<file path="config.mk">
export PLATFORM = sky130hd
export DESIGN_NAME = base64_stream_codec
export DESIGN_NICKNAME = d
export VERILOG_FILES = /design/src/rtl/bcdc_pkg.sv /design/src/rtl/base64_stream_codec.sv /design/src/rtl/bcdc_queue.sv /design/src/rtl/bcdc_front.sv /design/src/rtl/bcdc_back.sv
export SDC_FILE = /design/constraint.sdc
export NUM_CORES = 1
export LEC_CHECK = 0
export ABC_CLOCK_PERIOD_IN_PS = 4200
export BUFFER_PORTS_ARGS = -buffer_cell sky130_fd_sc_hd__buf_2
export CORE_UTILIZATION = 60
export DETAILED_ROUTE_END_ITERATION = 10
export PLACE_DENSITY = 0.77
export SETUP_SLACK_MARGIN = 0.02
export SYNTH_ARGS = -nofsm -noshare
export SYNTH_HDL_FRONTEND = slang
export SYNTH_HIERARCHICAL = 1
export SYNTH_SLANG_ARGS = --single-unit
</file>
<file path="constraint.sdc">
create_clock -name clock -period 4.2 [get_ports clock]
set_input_delay 0.84 -clock clock [delete_from_list [all_inputs] [get_ports clock]]
set_output_delay 0.84 -clock clock [all_outputs]
set_load 0.005 [all_outputs]
</file>
<file path="src/rtl/bcdc_pkg.sv">
// shared types, constants and character mapping functions for the base64 stream codec
`default_nettype none

package bcdc_pkg;

   localparam int QueueDepthDefault = 2;

   localparam logic ModeEncode = 1'b0;
   localparam logic ModeDecode = 1'b1;

   localparam logic [7:0] PadChar = 8'h3D;

   // one group's worth of work for the back end
   typedef struct packed {
      logic [3:0][7:0] chars;    // result bytes, index 0 goes out first
      logic [1:0]      cnt_m1;   // number of results minus one
      logic            last;     // final group of the stream
      logic            no_data;  // terminator only
   } cmd_type;

   // six-bit value to alphabet character
   function automatic logic [7:0] enc_char(input logic [5:0] sym);
      logic [7:0] res;
      res = {2'b00, sym};
      if (sym < 6'd26) begin
         res = 8'h41 + {2'b00, sym};
      end else if (sym < 6'd52) begin
         res = 8'h61 + {2'b00, sym} - 8'd26;
      end else if (sym < 6'd62) begin
         res = 8'h30 + {2'b00, sym} - 8'd52;
      end else if (sym == 6'd62) begin
         res = 8'h2B;
      end else begin
         res = 8'h2F;
      end
      return res;
   endfunction

   // alphabet character to six-bit value, anything else maps to 63
   function automatic logic [5:0] dec_value(input logic [7:0] c);
      logic [7:0] res;
      res = 8'd63;
      if (c >= 8'h41 && c <= 8'h5A) begin
         res = c - 8'h41;
      end else if (c >= 8'h61 && c <= 8'h7A) begin
         res = c - 8'h61 + 8'd26;
      end else if (c >= 8'h30 && c <= 8'h39) begin
         res = c - 8'h30 + 8'd52;
      end else if (c == 8'h2B) begin
         res = 8'd62;
      end
      return res[5:0];
   endfunction

endpackage

`default_nettype wire

</file>
<file path="src/rtl/base64_stream_codec.sv">
// top level of the streaming base64 encoder and decoder
`default_nettype none

// Streaming base64 codec with the standard alphabet and '=' padding.
// csr_wr_data selects the mode (0 encode bytes to text, 1 decode text to
// bytes); a write also drops any partly gathered group, so write it only
// between streams while nothing is in flight. The front end takes one
// beat per cycle while the queue has room, gathers groups of three bytes
// or four characters, and turns each completed or final group into one
// command with up to four result bytes. A short queue holds the commands
// and the back end sends one result beat per cycle, unless stalled,
// through a registered output. Throughput: decoding keeps pace at one
// input beat per cycle unless stalled; encoding is bound by the single
// output port, four result beats for every three input bytes. A result
// is held in the queue and then in the output register. On decode, a
// final group shorter than four characters yields one beat with
// rsp_no_data and rsp_out_last set and rsp_out_byte zero.

module base64_stream_codec #(
   parameter int QueueDepth = bcdc_pkg::QueueDepthDefault
) (
   input  wire logic       clock,
   input  wire logic       reset,
   // mode register
   input  wire logic       csr_wr_en,
   input  wire logic       csr_wr_data,
   // input beats
   input  wire logic       req_valid,
   output      logic       req_stall,
   input  wire logic [7:0] req_in_byte,
   input  wire logic       req_last_in,
   // result beats
   output      logic       rsp_valid,
   input  wire logic       rsp_stall,
   output      logic [7:0] rsp_out_byte,
   output      logic       rsp_out_last,
   output      logic       rsp_no_data
);

   // front to queue
   logic              push;
   bcdc_pkg::cmd_type push_cmd;
   logic              q_full;

   // queue to back
   bcdc_pkg::cmd_type head_cmd;
   logic              q_empty;
   logic              pop;

   // group gathering and command building
   bcdc_front u_front (
      .clock       (clock),
      .reset       (reset),
      .csr_wr_en   (csr_wr_en),
      .csr_wr_data (csr_wr_data),
      .req_valid   (req_valid),
      .req_stall   (req_stall),
      .req_in_byte (req_in_byte),
      .req_last_in (req_last_in),
      .push        (push),
      .push_cmd    (push_cmd),
      .q_full      (q_full)
   );

   // decouples input stalls from output stalls
   bcdc_queue #(
      .Depth (QueueDepth)
   ) u_queue (
      .clock    (clock),
      .reset    (reset),
      .push     (push),
      .push_cmd (push_cmd),
      .full     (q_full),
      .pop      (pop),
      .head_cmd (head_cmd),
      .empty    (q_empty)
   );

   // one result beat per cycle unless the output is stalled
   bcdc_back u_back (
      .clock        (clock),
      .reset        (reset),
      .head_cmd     (head_cmd),
      .q_empty      (q_empty),
      .pop          (pop),
      .rsp_valid    (rsp_valid),
      .rsp_stall    (rsp_stall),
      .rsp_out_byte (rsp_out_byte),
      .rsp_out_last (rsp_out_last),
      .rsp_no_data  (rsp_no_data)
   );

endmodule

`default_nettype wire

</file>
<file path="src/rtl/bcdc_queue.sv">
// small command queue between the front and back ends
`default_nettype none

module bcdc_queue #(
   parameter int Depth = bcdc_pkg::QueueDepthDefault
) (
   input  wire logic              clock,
   input  wire logic              reset,
   input  wire logic              push,
   input  wire bcdc_pkg::cmd_type push_cmd,
   output      logic              full,
   input  wire logic              pop,
   output      bcdc_pkg::cmd_type head_cmd,
   output      logic              empty
);

   localparam int PtrW = (Depth > 1) ? $clog2(Depth) : 1;
   localparam int CntW = $clog2(Depth + 1);

   bcdc_pkg::cmd_type mem [Depth];

   logic [PtrW-1:0] wr_ptr_ff, wr_ptr_in;
   logic [PtrW-1:0] rd_ptr_ff, rd_ptr_in;
   logic [CntW-1:0] count_ff, count_in;

   logic do_push, do_pop;

   assign full     = (count_ff == CntW'(Depth));
   assign empty    = (count_ff == '0);
   assign do_push  = push & ~full;
   assign do_pop   = pop & ~empty;
   assign head_cmd = mem[rd_ptr_ff];

   always_comb begin
      wr_ptr_in = wr_ptr_ff;
      rd_ptr_in = rd_ptr_ff;
      count_in  = count_ff;
      if (do_push) begin
         wr_ptr_in = (wr_ptr_ff == PtrW'(Depth - 1)) ? '0 : wr_ptr_ff + 1'b1;
      end
      if (do_pop) begin
         rd_ptr_in = (rd_ptr_ff == PtrW'(Depth - 1)) ? '0 : rd_ptr_ff + 1'b1;
      end
      if (do_push && !do_pop) begin
         count_in = count_ff + 1'b1;
      end else if (do_pop && !do_push) begin
         count_in = count_ff - 1'b1;
      end
   end

   always_ff @(posedge clock) begin
      if (reset) begin
         wr_ptr_ff <= '0;
         rd_ptr_ff <= '0;
         count_ff  <= '0;
      end else begin
         wr_ptr_ff <= wr_ptr_in;
         rd_ptr_ff <= rd_ptr_in;
         count_ff  <= count_in;
      end
   end

   always_ff @(posedge clock) begin
      if (do_push) begin
         mem[wr_ptr_ff] <= push_cmd;
      end
   end

endmodule

`default_nettype wire

</file>
<file path="src/rtl/bcdc_front.sv">
// front end: mode register, group gathering and per-group command building
`default_nettype none

module bcdc_front (
   input  wire logic              clock,
   input  wire logic              reset,
   input  wire logic              csr_wr_en,
   input  wire logic              csr_wr_data,
   input  wire logic              req_valid,
   output      logic              req_stall,
   input  wire logic [7:0]        req_in_byte,
   input  wire logic              req_last_in,
   output      logic              push,
   output      bcdc_pkg::cmd_type push_cmd,
   input  wire logic              q_full
);

   logic        mode_ff, mode_in;
   logic [17:0] bits_ff, bits_in;
   logic [1:0]  pos_ff, pos_in;
   logic        pad_ff, pad_in;

   logic       accept;
   logic [5:0] val;
   logic       is_pad;
   logic [7:0] b0, b1;
   logic [5:0] s0, s1, s2;

   assign req_stall = q_full;
   assign accept    = req_valid & ~q_full;
   assign val       = bcdc_pkg::dec_value(req_in_byte);
   assign is_pad    = (req_in_byte == bcdc_pkg::PadChar);
   assign s0        = bits_ff[17:12];
   assign s1        = bits_ff[11:6];
   assign s2        = bits_ff[5:0];

   always_comb begin
      mode_in  = mode_ff;
      bits_in  = bits_ff;
      pos_in   = pos_ff;
      pad_in   = pad_ff;
      push     = 1'b0;
      push_cmd = '0;
      b0       = bits_ff[15:8];
      b1       = bits_ff[7:0];
      if (csr_wr_en) begin
         mode_in = csr_wr_data;
         bits_in = '0;
         pos_in  = '0;
         pad_in  = 1'b0;
      end else if (accept) begin
         if (mode_ff == bcdc_pkg::ModeEncode) begin
            if (pos_ff[1]) begin
               // full group of three
               push              = 1'b1;
               push_cmd.chars[0] = bcdc_pkg::enc_char(b0[7:2]);
               push_cmd.chars[1] = bcdc_pkg::enc_char({b0[1:0], b1[7:4]});
               push_cmd.chars[2] = bcdc_pkg::enc_char({b1[3:0], req_in_byte[7:6]});
               push_cmd.chars[3] = bcdc_pkg::enc_char(req_in_byte[5:0]);
               push_cmd.cnt_m1   = 2'd3;
               push_cmd.last     = req_last_in;
               bits_in           = '0;
               pos_in            = '0;
               pad_in            = 1'b0;
            end else if (!req_last_in) begin
               bits_in = {2'b00, bits_ff[7:0], req_in_byte};
               pos_in  = pos_ff + 1'b1;
            end else begin
               push            = 1'b1;
               push_cmd.cnt_m1 = 2'd3;
               push_cmd.last   = 1'b1;
               if (pos_ff == 2'd0) begin
                  // lone byte, two pad characters
                  push_cmd.chars[0] = bcdc_pkg::enc_char(req_in_byte[7:2]);
                  push_cmd.chars[1] = bcdc_pkg::enc_char({req_in_byte[1:0], 4'b0000});
                  push_cmd.chars[2] = bcdc_pkg::PadChar;
               end else begin
                  push_cmd.chars[0] = bcdc_pkg::enc_char(b1[7:2]);
                  push_cmd.chars[1] = bcdc_pkg::enc_char({b1[1:0], req_in_byte[7:4]});
                  push_cmd.chars[2] = bcdc_pkg::enc_char({req_in_byte[3:0], 2'b00});
               end
               push_cmd.chars[3] = bcdc_pkg::PadChar;
               bits_in           = '0;
               pos_in            = '0;
               pad_in            = 1'b0;
            end
         end else begin
            if (pos_ff != 2'd3) begin
               if (req_last_in) begin
                  // short final group is dropped
                  push             = 1'b1;
                  push_cmd.cnt_m1  = 2'd0;
                  push_cmd.last    = 1'b1;
                  push_cmd.no_data = 1'b1;
                  bits_in          = '0;
                  pos_in           = '0;
                  pad_in           = 1'b0;
               end else begin
                  bits_in = {bits_ff[11:0], val};
                  if (pos_ff == 2'd2) begin
                     pad_in = is_pad;
                  end
                  pos_in = pos_ff + 1'b1;
               end
            end else begin
               push              = 1'b1;
               push_cmd.chars[0] = {s0, s1[5:4]};
               push_cmd.chars[1] = {s1[3:0], s2[5:2]};
               push_cmd.chars[2] = {s2[1:0], val};
               push_cmd.cnt_m1   = 2'd2;
               if (req_last_in && is_pad) begin
                  push_cmd.cnt_m1 = pad_ff ? 2'd0 : 2'd1;
               end
               push_cmd.last = req_last_in;
               bits_in       = '0;
               pos_in        = '0;
               pad_in        = 1'b0;
            end
         end
      end
   end

   always_ff @(posedge clock) begin
      if (reset) begin
         mode_ff <= bcdc_pkg::ModeEncode;
         bits_ff <= '0;
         pos_ff  <= '0;
         pad_ff  <= 1'b0;
      end else begin
         mode_ff <= mode_in;
         bits_ff <= bits_in;
         pos_ff  <= pos_in;
         pad_ff  <= pad_in;
      end
   end

endmodule

`default_nettype wire

</file>
<file path="src/rtl/bcdc_back.sv">
// back end: walks the head command into the output register one result per cycle unless stalled
`default_nettype none

module bcdc_back (
   input  wire logic              clock,
   input  wire logic              reset,
   input  wire bcdc_pkg::cmd_type head_cmd,
   input  wire logic              q_empty,
   output      logic              pop,
   output      logic              rsp_valid,
   input  wire logic              rsp_stall,
   output      logic [7:0]        rsp_out_byte,
   output      logic              rsp_out_last,
   output      logic              rsp_no_data
);

   logic [1:0] idx_ff, idx_in;
   logic       valid_ff, valid_in;
   logic [7:0] byte_ff;
   logic       last_ff, nodata_ff;

   logic load;
   logic at_end;

   assign load   = ~q_empty & (~valid_ff | ~rsp_stall);
   assign at_end = (idx_ff == head_cmd.cnt_m1);
   assign pop    = load & at_end;

   assign rsp_valid    = valid_ff;
   assign rsp_out_byte = byte_ff;
   assign rsp_out_last = last_ff;
   assign rsp_no_data  = nodata_ff;

   always_comb begin
      idx_in   = idx_ff;
      valid_in = valid_ff;
      if (load) begin
         valid_in = 1'b1;
         idx_in   = at_end ? 2'd0 : idx_ff + 1'b1;
      end else if (!rsp_stall) begin
         valid_in = 1'b0;
      end
   end

   always_ff @(posedge clock) begin
      if (reset) begin
         idx_ff   <= '0;
         valid_ff <= 1'b0;
      end else begin
         idx_ff   <= idx_in;
         valid_ff <= valid_in;
      end
   end

   always_ff @(posedge clock) begin
      if (load) begin
         byte_ff   <= head_cmd.chars[idx_ff];
         last_ff   <= head_cmd.last & at_end;
         nodata_ff <= head_cmd.no_data;
      end
   end

endmodule

`default_nettype wire
</file>
* After elaboration in Yosys (flattened, before gate mapping)
Memories as Yosys holds them, arrays and structs flattened. A register that Yosys moved wholly into a read port is not among the register bits. Index checks and enable logic that the tools add are counted.
Cells by class: add/sub/neg operators 56, $lt $le $gt $ge 34, eq/ne operators 15, mux-type cells 86, bitwise operators 11, reduce and logical (&&, ||, !) cells 14
Operator list (count):
- 8-bit two-way mux | 29
- 7-bit by 6-bit adder with 8-bit output, first input constant | 18
- 6-bit < comparator, second input constant | 18
- 18-bit two-way mux | 4
- 36-bit two-way mux | 2
- 8-bit by 5-bit subtractor with 8-bit output, second input constant | 9
- 8-bit by 6-bit subtractor with 8-bit output, second input constant | 9
- 6-bit by 6-bit adder with 7-bit output, first input constant | 9
- 6-bit by 5-bit < comparator with 1-bit output, second input constant | 9
- 24-bit two-way mux | 2
- 6-bit equality test, second input constant | 7
- 35-bit two-way mux | 1
- 33-bit two-way mux | 1
- 27-bit two-way mux | 1
- 1-bit two-way mux | 24
- 3-bit two-way mux | 8
- 2-bit two-way mux | 9
- 6-bit two-way mux | 3
- 8-bit binary-select mux with 2-bit select | 1
- 8-bit by 6-bit equality test with 1-bit output, second input constant | 2
- 8-bit by 7-bit >= comparator with 1-bit output, second input constant | 2
- 8-bit by 7-bit <= comparator with 1-bit output, second input constant | 2
- 16-bit two-way mux | 1
- 6-bit subtractor, second input constant | 2
- other kinds (24) | 43
Word-level totals: register bits after elaboration 39, memory bits (writable) 72, input port bits 15, output and inout bits 12, logic and storage cells 229, memories kept 1
Memories:
- u_queue.mem | depth 2, width 36, read ports 1, clocked after memory_dff 1, write ports 1, RTL line bcdc_queue.sv:20 | bcdc_pkg::cmd_type mem [Depth];

* Logic depth before layout (Yosys ltp)
word-level depth 11, depth in mapped cells 11, mapped depth without buffers 10

* Modules after synthesis
Netlist, hierarchy kept.
Modules (own cells, without submodules):
- bcdc_front | instances 1, cells each 772, area an instance 5052.3 um^2, seq. area each 440.4 um^2
- bcdc_queue | instances 1, cells each 137, area an instance 2807.7 um^2, seq. area each 2262.2 um^2
- bcdc_back | instances 1, cells each 41, area an instance 661.9 um^2, seq. area each 360.3 um^2

* Worst setup path before layout
No wires, ideal clock.
kind input port to flip-flop, start input port req_in_byte[2], end memory u_queue/mem[0][25] in the netlist's numbering (data pin), library setup time 0.260 ns, arrival 3.328 ns, data required time 3.940 ns, path slack 0.612 ns, cell stages on the path 11, path buffers 3, cells stage by stage clkbuf_1 -> clkinv_1 -> ha_1 -> clkbuf_1 -> nor2b_1 -> a311oi_1 -> or3_1 -> buf_2 -> or3_1 -> a31o_1 -> a32o_1
RTL lines:
- start: declaration | RTL line base64_stream_codec.sv:30 | input wire logic [7:0] req_in_byte,
- end: declaration | RTL line bcdc_queue.sv:20

==> metrics.yaml <==
run_status:
  status: "finished, final reports clean"
yosys:
  synth_area_sq_um: 8520
  synth-edff-count: 82
  synth_cells: 950
  syn_area_per_cell_sq_um: 8.97
  syn_nets: 1007
  synth_commonest_cells: "edfxtp_1, a21oi_1, nand2_1, nor2_1, clkbuf_1"
  synth_top_area_share: 0.289
  synth_cell_type_count: 78
  yosysSeqAreaShare: 0.359
  synth-main-ff-cell: "edfxtp_1"
  synth.most_common_cell: "edfxtp_1"
  netlist_top_cells_area: "edfxtp_1, dfxtp_1, ha_1, mux2_2, a21oi_1"
  yosysWarnings: 6
  synth_seq_cells: 112
  async_flop_share: 0
  yosysTopAreaCell: "edfxtp_1"
drt:
  vias: 7965
  post_drt_wl_per_cell_um: 23.5
  drt_iter0_drc: 1103
  drcViolationCount: 0
  drt-pass1-iter-count: 5
  vias_per_cell: 7.04
  postRouteAntennaNets: 0
  drt-total-wl_mm: 26.6
cts:
  htree_levels: 3
  cts.sinks: 112
  cts_root_buf: "clkbuf_16"
  post_cts_buffers: 0
  clk_pin_slew_ps: 90
  cts_resized: 0
  cts_buffer_depth: 2
  postCtsHoldBufs: 0
  worstSkewPairLatency_ps: 360
  cts_made_buffers: 9
  cts_tree: "done"
timing:
  tns_ps: 0
  max_freq_ghz: 0.283
  relSlewSlack: 0.281
  worst_pin_slew_ps: 1070
  timing.clock.skew_ps: 13.2
  hold_violations: 0
  fin_hold_ws_ps: 461
  drv_slew: 0
  layout_min_cycle_time_ps: 3530
  finalCritPeriodShare: 0.840
  setup-violations-final: 0
  rsz0062_at_grt: "false"
place:
  port-buffer-count: 26
  dp_hpwl_mm: 19.6
  gp_congestion: 1.03
  place_area_sq_um: 8860
global_routing:
  grt_usage: 0.376
  first_global_vias: 7274
  grt_max_degree: 37
  grt_overflow_total: 0
  antenna_found_initial: 0
  grt_pass1_wl_mm: 41.6
setup_path:
  critical_path_peak_fanout: 25
  cp-end-kind: "register"
  timing.rr.start: "u_front/bits_ff[6]"
  ff2ff_path_depth: 8
  worst-r2r-setup-slack_ps: 880
  crit_path_start_kind: "input port"
  r2r-end: "u_queue/mem[1][14]"
  arrival_ps: 3670
  cp_data_required_time_ps: 4340
  crit_type: "input port to register"
floorplanning:
  coreArea_sq_um: 13900
  start_util: 0.614
  die_area_sq_um: 14700
  die_w_um: 121
  die_height_um: 121
  rows: 43
  io_pins: 27
layout:
  layout-drive-gt1-share: 0.151
  nFillCells: 1175
  num_antenna_cells: 0
  nNetsFinal: 1003
  final_cell_area_sq_um: 9180
  syn2layout_area_growth_pct: 7.66
worst_hold_path:
  hold_path_end: "u_front/bits_ff[16]"
  hold_start: "u_front/bits_ff[16]"
  hold_path.class: "register to register"
  whs_path_depth: 2
pwr:
  p_leak_nw: 3.20
  vdd_ir_drop_max_uv: 210
  p_per_area_nw_per_um2: 289
run:
  cap_violations: 0
[how the worst max path moves through the flow]
stage / cells past startpoint / endpoint / from
2_1_floorplan: 11 / u_queue/mem[0][25] / req_in_byte[2]
3_3_place_gp: 9 / u_queue/mem[0][22] / req_in_byte[5]
3_5_place_dp: 9 / u_queue/mem[0][22] / req_in_byte[5]
4_1_cts: 9 / u_queue/mem[1][22] / req_in_byte[5]
5_1_grt: 9 / u_queue/mem[1][22] / req_in_byte[5]
6_report: 9 / u_queue/mem[1][22] / req_in_byte[5]
[where the power goes]
part | internal [mW] | leakage (nW) | switching, mW
Sequential | 1.22 | 0.987 | 0.0389
Combinational | 0.180 | 2.06 | 0.314
Clock | 0.438 | 0.154 | 0.457
Total | 1.84 | 3.20 | 0.809
[layer usage]
metal | share of wire | GRT usage | up-vias
met5 | 0 | 0 | -
met4 | 0.043 | 0.171 | 0
met3 | 0.093 | 0.0559 | 76
met2 | 0.44 | 0.567 | 457
met1 | 0.42 | 0.531 | 3807
li1 | - | - | 3625
[critical path: stages]
cell      delay, ps
buf_2           400
clkinv_1        330
ha_1            300
or3_1           340
o311a_1         200
or3_1           530
a31oi_1         270
o21ai_1         100
a311oi_1        340
[cell type report]
class | count | area, sq um | area share
Multi-Input combinational cell | 720 | 5010 | 0.546
Sequential cell | 112 | 3060 | 0.334
Timing Repair Buffer | 64 | 415 | 0.0453
Clock buffer | 9 | 225 | 0.0245
Tap cell | 180 | 225 | 0.0245
Inverter | 39 | 146 | 0.0160
Clock inverter | 7 | 93.8 | 0.0102
[sequential cells by signal, indices dropped and copies added (netlist names), 2 cells and up, named ones only]
signal	flops
u_front/pos_ff	2
u_queue/mem	72
u_back/rsp_out_byte	8
u_front/bits_ff	18
u_back/idx_ff	2
u_queue/count_ff	2
[cell usage in the layout (no fill, tap or decap), drive strengths merged, types with 7 or more instances in the layout]
cell type,n
edfxtp,82
a21oi,80
nand2,70
nor2,64
buf,64
o21ai,49
ha,42
inv,41
mux2,40
nor3,35
nand3,32
dfxtp,30
a221oi,25
a31oi,18
a211oi,18
xnor2,17
a21o,15
o211ai,15
nor2b,15
or3,14
nand2b,12
o311ai,12
clkbuf,9
mux4,8
o31ai,8
nor4,8
nand4,8
xor2,7
mux2i,7
a2111oi,7
[through the flow]
step           total power [mW]  utilization  setup WS [ps]  std cells
5_1_grt                    2.76        0.661            542       1131
3_5_place_dp               1.77        0.638            362       1115
4_1_cts                    2.65        0.661            716       1131
6_report                   2.65        0.661            671       1131
3_3_place_gp               1.76        0.638            496       1115
2_1_floorplan              1.61            -            612        950
[cells by family after synthesis]
| family | Yosys count | synth area share |
|---|---|---|
| flops | 112 | 0.359 |
| buf+inv | 118 | 0.0543 |
| mux | 55 | 0.0822 |
| compound gates | 304 | 0.243 |
| xor+xnor | 24 | 0.0247 |
| simple gates | 295 | 0.175 |
| fa+ha+maj | 42 | 0.0617 |
No activity file was read; power rests on OpenSTA's default activity.
